--- src/sv/reau_pkg.sv ---
`default_nettype none
// ----------------------------------------------------------------------------
// reau_pkg
// Shared types and constants of the rational ELU activation unit.
// ----------------------------------------------------------------------------
package reau_pkg;

	localparam int DATA_W    = 32;
	localparam int FRAC_BITS = 16;
	localparam int PROD_W    = 2 * DATA_W;
	localparam int DEN_W     = DATA_W + 2;
	localparam int QUO_W     = DATA_W;
	localparam int DIV_LAT   = QUO_W + 2;
	localparam int NSTG      = 2 * DIV_LAT + 5;
	localparam int CFG_IDX_W = 2;

	typedef logic signed [DATA_W-1:0] word_t;
	typedef logic signed [PROD_W-1:0] prod_t;
	typedef logic signed [DEN_W-1:0]  den_t;

	localparam logic [CFG_IDX_W-1:0] CFG_A_LO = 2'd0;
	localparam logic [CFG_IDX_W-1:0] CFG_A_HI = 2'd1;
	localparam logic [CFG_IDX_W-1:0] CFG_B_LO = 2'd2;
	localparam logic [CFG_IDX_W-1:0] CFG_B_HI = 2'd3;

	localparam logic KIND_FWD = 1'b0;
	localparam logic KIND_BWD = 1'b1;

	localparam word_t A_LO_RST = 32'sd6554;
	localparam word_t A_HI_RST = 32'sd655360;
	localparam word_t B_LO_RST = 32'sd6554;
	localparam word_t B_HI_RST = 32'sd655360;

	localparam word_t S32_MAX  = 32'sh7fff_ffff;
	localparam word_t S32_MIN  = 32'sh8000_0000;
	localparam prod_t RND_BIAS = prod_t'((64'sd1 <<< FRAC_BITS) - 64'sd1);

	typedef struct packed {
		logic zero_den;
		logic num_pos;
		logic num_neg;
		logic neg;
		logic ovf;
	} div_flag_t;

	typedef struct packed {
		logic  kind;
		word_t x;
		word_t dy;
	} side_a_t;

	typedef struct packed {
		logic  kind;
		logic  x_neg;
		word_t dy;
		word_t qm;
		word_t qa;
		word_t qb;
		logic  fault;
	} side_b_t;

endpackage
`default_nettype wire

--- src/sv/reau_dx.sv ---
`default_nettype none
// ----------------------------------------------------------------------------
// reau_dx
// Final input-gradient step: dy times d, scaled down toward zero, saturated.
// ----------------------------------------------------------------------------
module reau_dx (
	input  logic            clk,
	input  logic            en,
	input  reau_pkg::word_t dy,
	input  reau_pkg::word_t d,
	output reau_pkg::word_t dx
);

	reau_pkg::prod_t prod_s1;
	reau_pkg::prod_t adj;
	reau_pkg::prod_t sh;
	reau_pkg::word_t sat;

	always_comb begin
		adj = prod_s1 + (prod_s1[reau_pkg::PROD_W-1] ? reau_pkg::RND_BIAS : '0);
		sh  = adj >>> reau_pkg::FRAC_BITS;
		if (sh > reau_pkg::prod_t'(reau_pkg::S32_MAX)) begin
			sat = reau_pkg::S32_MAX;
		end else if (sh < reau_pkg::prod_t'(reau_pkg::S32_MIN)) begin
			sat = reau_pkg::S32_MIN;
		end else begin
			sat = sh[reau_pkg::DATA_W-1:0];
		end
	end

	always_ff @(posedge clk) begin
		if (en) begin
			prod_s1 <= dy * d;
			dx      <= sat;
		end
	end

endmodule
`default_nettype wire

--- config.mk ---
export PLATFORM = sky130hd
export DESIGN_NAME = reau_dx
export DESIGN_NICKNAME = d
export VERILOG_FILES = /design/src/sv/reau_pkg.sv /design/src/sv/reau_dx.sv
export SDC_FILE = /design/constraint.sdc
export NUM_CORES = 2
export LEC_CHECK = 0
export BUFFER_PORTS_ARGS = -buffer_cell sky130_fd_sc_hd__buf_2
export CORE_MARGIN = 2
export CORE_UTILIZATION = 50
export CTS_CLUSTER_SIZE = 16
export DETAILED_ROUTE_END_ITERATION = 12
export MAX_ROUTING_LAYER = met4
export PLACE_DENSITY = 0.66
export RECOVER_POWER = 100
export SYNTH_ARGS = -nofsm -noshare
export SYNTH_HDL_FRONTEND = slang
export SYNTH_SLANG_ARGS = --single-unit
--- constraint.sdc ---
create_clock -name clk -period 11.6 [get_ports clk]
set_input_delay 0.58 -clock clk [delete_from_list [all_inputs] [get_ports clk]]
set_output_delay 0.58 -clock clk [all_outputs]
set_load 0.1 [all_outputs]
## Word level (Yosys, flattened, before mapping)

Index checks and enable logic that the tools add are counted.

| cells by class | value |
|---|---|
| add/sub/neg operators | 1 |
| multiply operators | 1 |
| div/mod/pow operators | 0 |
| magnitude comparators | 2 |
| equality and inequality tests | 0 |
| shift operators | 0 |
| mux-type cells | 2 |
| bitwise gates (word level) | 0 |
| reductions and logical operators | 0 |

Operators with widths:

| cell | count |
|---|---|
| $add A64 B16 Y64 | 1 |
| $mul A32 B32 Y64 | 1 |
| $gt A48 B32 Y1 const B | 1 |
| $lt A48 B32 Y1 const B | 1 |
| $mux W32 | 1 |
| $mux W16 | 1 |

| word-level totals | value |
|---|---|
| flip-flop bits (word level) | 96 |
| latch bits | 0 |
| memory bits (writable) | 0 |
| memory bits (read-only) | 0 |
| input bits | 66 |
| output and inout bits | 32 |
| logic and storage cells | 8 |
| memories | 0 |

## Longest topological paths before layout

| depth | value |
|---|---|
| depth after elaboration | 4 |
| mapped depth | 30 |

## Worst setup path before layout

OpenSTA, ideal clock, no wires.

| timing path | value |
|---|---|
| kind | input-to-reg |
| start | input d[3] |
| end | register prod_s1[63] (data pin) |
| setup time | 0.157 ns |
| arrival time | 8.010 ns |
| required time | 11.443 ns |
| slack | 3.433 ns |
| stages | 26 |
| path buffers | 1 |
| cells stage by stage | clkbuf_1 nand2_1 fa_1 fa_1 inv_1 fa_1 fa_1 inv_1 fa_1 inv_1 fa_1 inv_1 fa_1 inv_1 fa_1 ha_1 and2_1 a21o_1 a21o_1 a21o_1 a21oi_1 o21ai_0 a31oi_1 o21ai_0 and4_1 nor3_1 |

| between the ends | value |
|---|---|
| longest elaborated chain between the ends | 1 |

Ends and longest elaborated chain:

| element | RTL line | source |
|---|---|---|
| start, declared | reau_dx.sv:10 | `input reau_pkg::word_t d,` |
| $mul A32 B32 Y64 | reau_dx.sv:33 | `prod_s1 <= dy * d;` |
| end signal, assigned | reau_dx.sv:33 |  |
| end, declared | reau_dx.sv:14 | `reau_pkg::prod_t prod_s1;` |

No other way between the ends.
A chain may end at the register's enable or synchronous reset.

## Final worst setup path

| timing path | value |
|---|---|
| start | input dy[31] |
| end | register prod_s1[63] (data pin) |

| between the ends | value |
|---|---|
| longest elaborated chain between the ends | 1 |

Ends and longest elaborated chain:

| element | RTL line | source |
|---|---|---|
| start, declared | reau_dx.sv:9 | `input reau_pkg::word_t dy,` |
| $mul A32 B32 Y64 | reau_dx.sv:33 |  |

No other way between the ends.

==> results.tsv <==
metric	value	unit
number_of_synthesized_flops_with_an_enable_pin	96	
finalMaxSlewViolations	184	
postCtsSetupBuffers	0	
maxCapViolations	5	
core	80300	sq um
first_iter_violations	1356	
first_global_vias	31000	
critical_path_buf_inv_count	6	
timing.final.hold_violations	0	
critical-path-max-stage-delay	1.19	ns
cts.reportedPaths.clkPinSlew	0.07	ns
gp_routability_congestion	0.903	
worst_hold_startpoint	prod_s1[24]$_DFFE_PP_	
synth_area_per_cell	9.62	sq um
clock_sink_total	96	
mostFrequentLayoutCell	sky130_fd_sc_hd__fa_1	
cts_repair_resize_count	0	
result_of_the_run	finished, violations left	
post_synth_main_area_contributors	sky130_fd_sc_hd__fa_1 (54%), sky130_fd_sc_hd__inv_1 (9.4%), sky130_fd_sc_hd__and2_1 (7.6%)	
cts.root.buffer_cell	sky130_fd_sc_hd__clkbuf_16	
global_route.usage.total	0.270	
cells_on_worst_hold_path	2	
setup_slack_of_the_most_critical_reg_to_reg_path	4.00	ns
maximum_frequency_from_static_timing_analysis	102	MHz
drt-wirelength-per-cell	19.7	um
floorplan.initialDensity	0.503	
timing.critical_path.to_type	flip-flop	
yosysWarnings	0	
chipHeight	288	um
drtAntennaViolNets	0	
timing.reg2reg.worst_path_depth	11	
timing.final.crit_period	9.76	ns
critical_path.reg2reg.startpoint	prod_s1[63]$_DFFE_PP_	
crit_fanout	32	
worst_path_dominant_cell_family	adder cells	
synth_nets	5548	
cts_made_buffers	9	
crit_path_start_kind	input pin	
syn2layout_area_growth	3.30	%
seq_area	2880	sq um
final_worst_path_period_share	0.841	
critical-path-top-cell-by-count	sky130_fd_sc_hd__fa_1	
tritoncts	built	
finalSetupViolCount	0	
die_outline_area	83100	sq um
die_width	288	um
failed_checks	max-capacitance violations, max-slew violations	
synth_cell_type_count	67	
critical_path_class	in2reg	
timing_worst_slew_pin_value	3.92	ns
finalClockSkew	0.00761	ns
grt_max_degree	76	
multiInputGateArea	32900	sq um
drt_pre_antenna_iters	5	
pre_cts_ws	2.30	ns
floorplan.io_pins	98	
fin_nets	5456	
commonest_cells_after_routing_fill_and_taps_aside	sky130_fd_sc_hd__fa_1 (1,082), sky130_fd_sc_hd__inv_1 (1,014), sky130_fd_sc_hd__nand2_1 (562)	
global_route_wire_length_before_repair	168000	um
dp_hpwl	82600	um
synth_top_flop_cell	sky130_fd_sc_hd__edfxtp_1	
io_buffer_count	97	
drc	0	
clk_latency	0.35	ns
post_route_setup_slack	1.84	ns
data_arrival_time_of_the_critical_path	9.94	ns
final.setup.tns	0	ns
synth.ff_latch_count	96	
synthArstFlopShare	0	
drt_wl_total	102000	um
worstPathRequired	11.78	ns
yosysTopAreaCellShare	0.536	
postCtsHoldBufs	0	
routed-via-count	27500	
slew-limit-headroom	-1.62	
grt_remaining_overflow	0	
grt_antenna_before_repair	3	
post_synth_design_cell_area	40400	sq um
postSynthCellCount	4201	
synth.yosys.seq_area_share	0.0713	
r2r-end	dx[15]$_SDFFCE_PN1P_	
share_of_post_route_cells_with_drive_strength_above_1	0.0258	
num-fill-cells	7365	
worst_path_max_delay_cell	sky130_fd_sc_hd__clkbuf_1	
timing.hold.worst_endpoint	dx[8]$_SDFFCE_PN1P_	
cts-htree-levels	3	
cts-root-to-sink-buffers	2	
synth_largest_area_cell	sky130_fd_sc_hd__fa_1	
unrepaired_setup_endpoints_after_global_routing	no	
hold_ws	0.680	ns
placementRows	104	
drt-vias-per-instance	5.31	
timing.hold.worst.class	reg2reg	
==> synthesized netlist by cell type, types with 4 or more instances <==
library cell               count
sky130_fd_sc_hd__ha_1        199
sky130_fd_sc_hd__nand2_1     562
sky130_fd_sc_hd__o21a_1       10
sky130_fd_sc_hd__o31ai_1       4
sky130_fd_sc_hd__a211oi_1     11
sky130_fd_sc_hd__inv_1      1014
sky130_fd_sc_hd__and3_1       15
sky130_fd_sc_hd__nand4_1      17
sky130_fd_sc_hd__o21ai_1      10
sky130_fd_sc_hd__o21bai_1     10
sky130_fd_sc_hd__o21ai_0      56
sky130_fd_sc_hd__xnor2_1      70
sky130_fd_sc_hd__or2_2         4
sky130_fd_sc_hd__a21oi_1      69
sky130_fd_sc_hd__and2_1      494
sky130_fd_sc_hd__nand2b_1     13
sky130_fd_sc_hd__fa_1       1082
sky130_fd_sc_hd__nor2_1       65
sky130_fd_sc_hd__xor2_1       34
sky130_fd_sc_hd__o211ai_1      7
sky130_fd_sc_hd__clkbuf_1    202
sky130_fd_sc_hd__nor3_1       17
sky130_fd_sc_hd__edfxtp_1     96
sky130_fd_sc_hd__a21o_1       26
sky130_fd_sc_hd__nand3_1      30
sky130_fd_sc_hd__a31oi_1       8
sky130_fd_sc_hd__nor4_1        6
sky130_fd_sc_hd__nor2b_1       6
sky130_fd_sc_hd__a21boi_0      4
==> routing by layer <==
layer	up-vias	wire length, um	track usage
li1	12000	-	-
met1	14600	39400	0.319
met2	700	53800	0.482
met3	208	4050	0.0226
met4	0	4520	0.0979
met5	-	0	-
==> how the worst max path moves through the flow <==
stage                     startpoint                    end  slack, ns  cells after the start
after detailed placement      dy[31]  prod_s1[63]$_DFFE_PP_       2.30                     26
after floorplan                 d[3]  prod_s1[63]$_DFFE_PP_       3.43                     26
after CTS                     dy[31]  prod_s1[63]$_DFFE_PP_       2.64                     26
final                         dy[31]  prod_s1[63]$_DFFE_PP_       1.84                     26
after global placement        dy[31]  prod_s1[62]$_DFFE_PP_       2.38                     22
after global routing          dy[31]  prod_s1[56]$_DFFE_PP_       1.22                     22
==> final cells by class <==
class                           count  area share
Multi-Input combinational cell   2882       0.787
Clock buffer                        9     0.00540
Antenna cell                        1   0.0000600
Inverter                         1014      0.0912
Sequential cell                    96      0.0691
Clock inverter                      7     0.00300
Timing Repair Buffer              106      0.0121
Tap cell                         1060      0.0318
==> worst register-to-register path, stage by stage, from the launching register on <==
cell                       delay [ns]
sky130_fd_sc_hd__edfxtp_1        0.85
sky130_fd_sc_hd__ha_1            0.41
sky130_fd_sc_hd__and4_2          0.25
sky130_fd_sc_hd__a221oi_1        0.28
sky130_fd_sc_hd__a21oi_1         0.14
sky130_fd_sc_hd__o31ai_1         1.43
sky130_fd_sc_hd__nor2_1          0.56
sky130_fd_sc_hd__a41o_2          0.40
sky130_fd_sc_hd__a221oi_1        0.34
sky130_fd_sc_hd__o211ai_2        0.14
sky130_fd_sc_hd__o31ai_1         2.01
sky130_fd_sc_hd__o21ai_0         0.40
==> flip-flops by register name, indices dropped and copies added (netlist names) <==
signal   count
prod_s1     64
dx          32
==> cell families (layout without fill, tap and decap cells) <==
group / count (synthesis) / after routing / share of synthesized area
AO/OA/AOI/OAI: 244 / 244 / 0.0387
XOR/XNOR: 104 / 104 / 0.0225
adder cells (fa/ha/maj): 1281 / 1281 / 0.598
buffers and inverters: 1223 / 1136 / 0.114
flip-flops: 96 / 96 / 0.0713
multiplexers: 3 / 3 / 0.000774
other: 0 / 1 / 0
AND/OR/NAND/NOR: 1250 / 1250 / 0.155
==> per-stage QoR <==
stage	area, sq um	std cells	util
CTS	41800	5174	0.521
global placement	41500	5158	0.517
global route	41700	5175	0.520
floorplan	40400	4201	-
detailed placement	41500	5158	0.517
finish	41700	5175	0.520
Power is left out: the tool's default activity adds up to more than one toggle a clock period on the data nets, which glitch-free logic cannot reach.
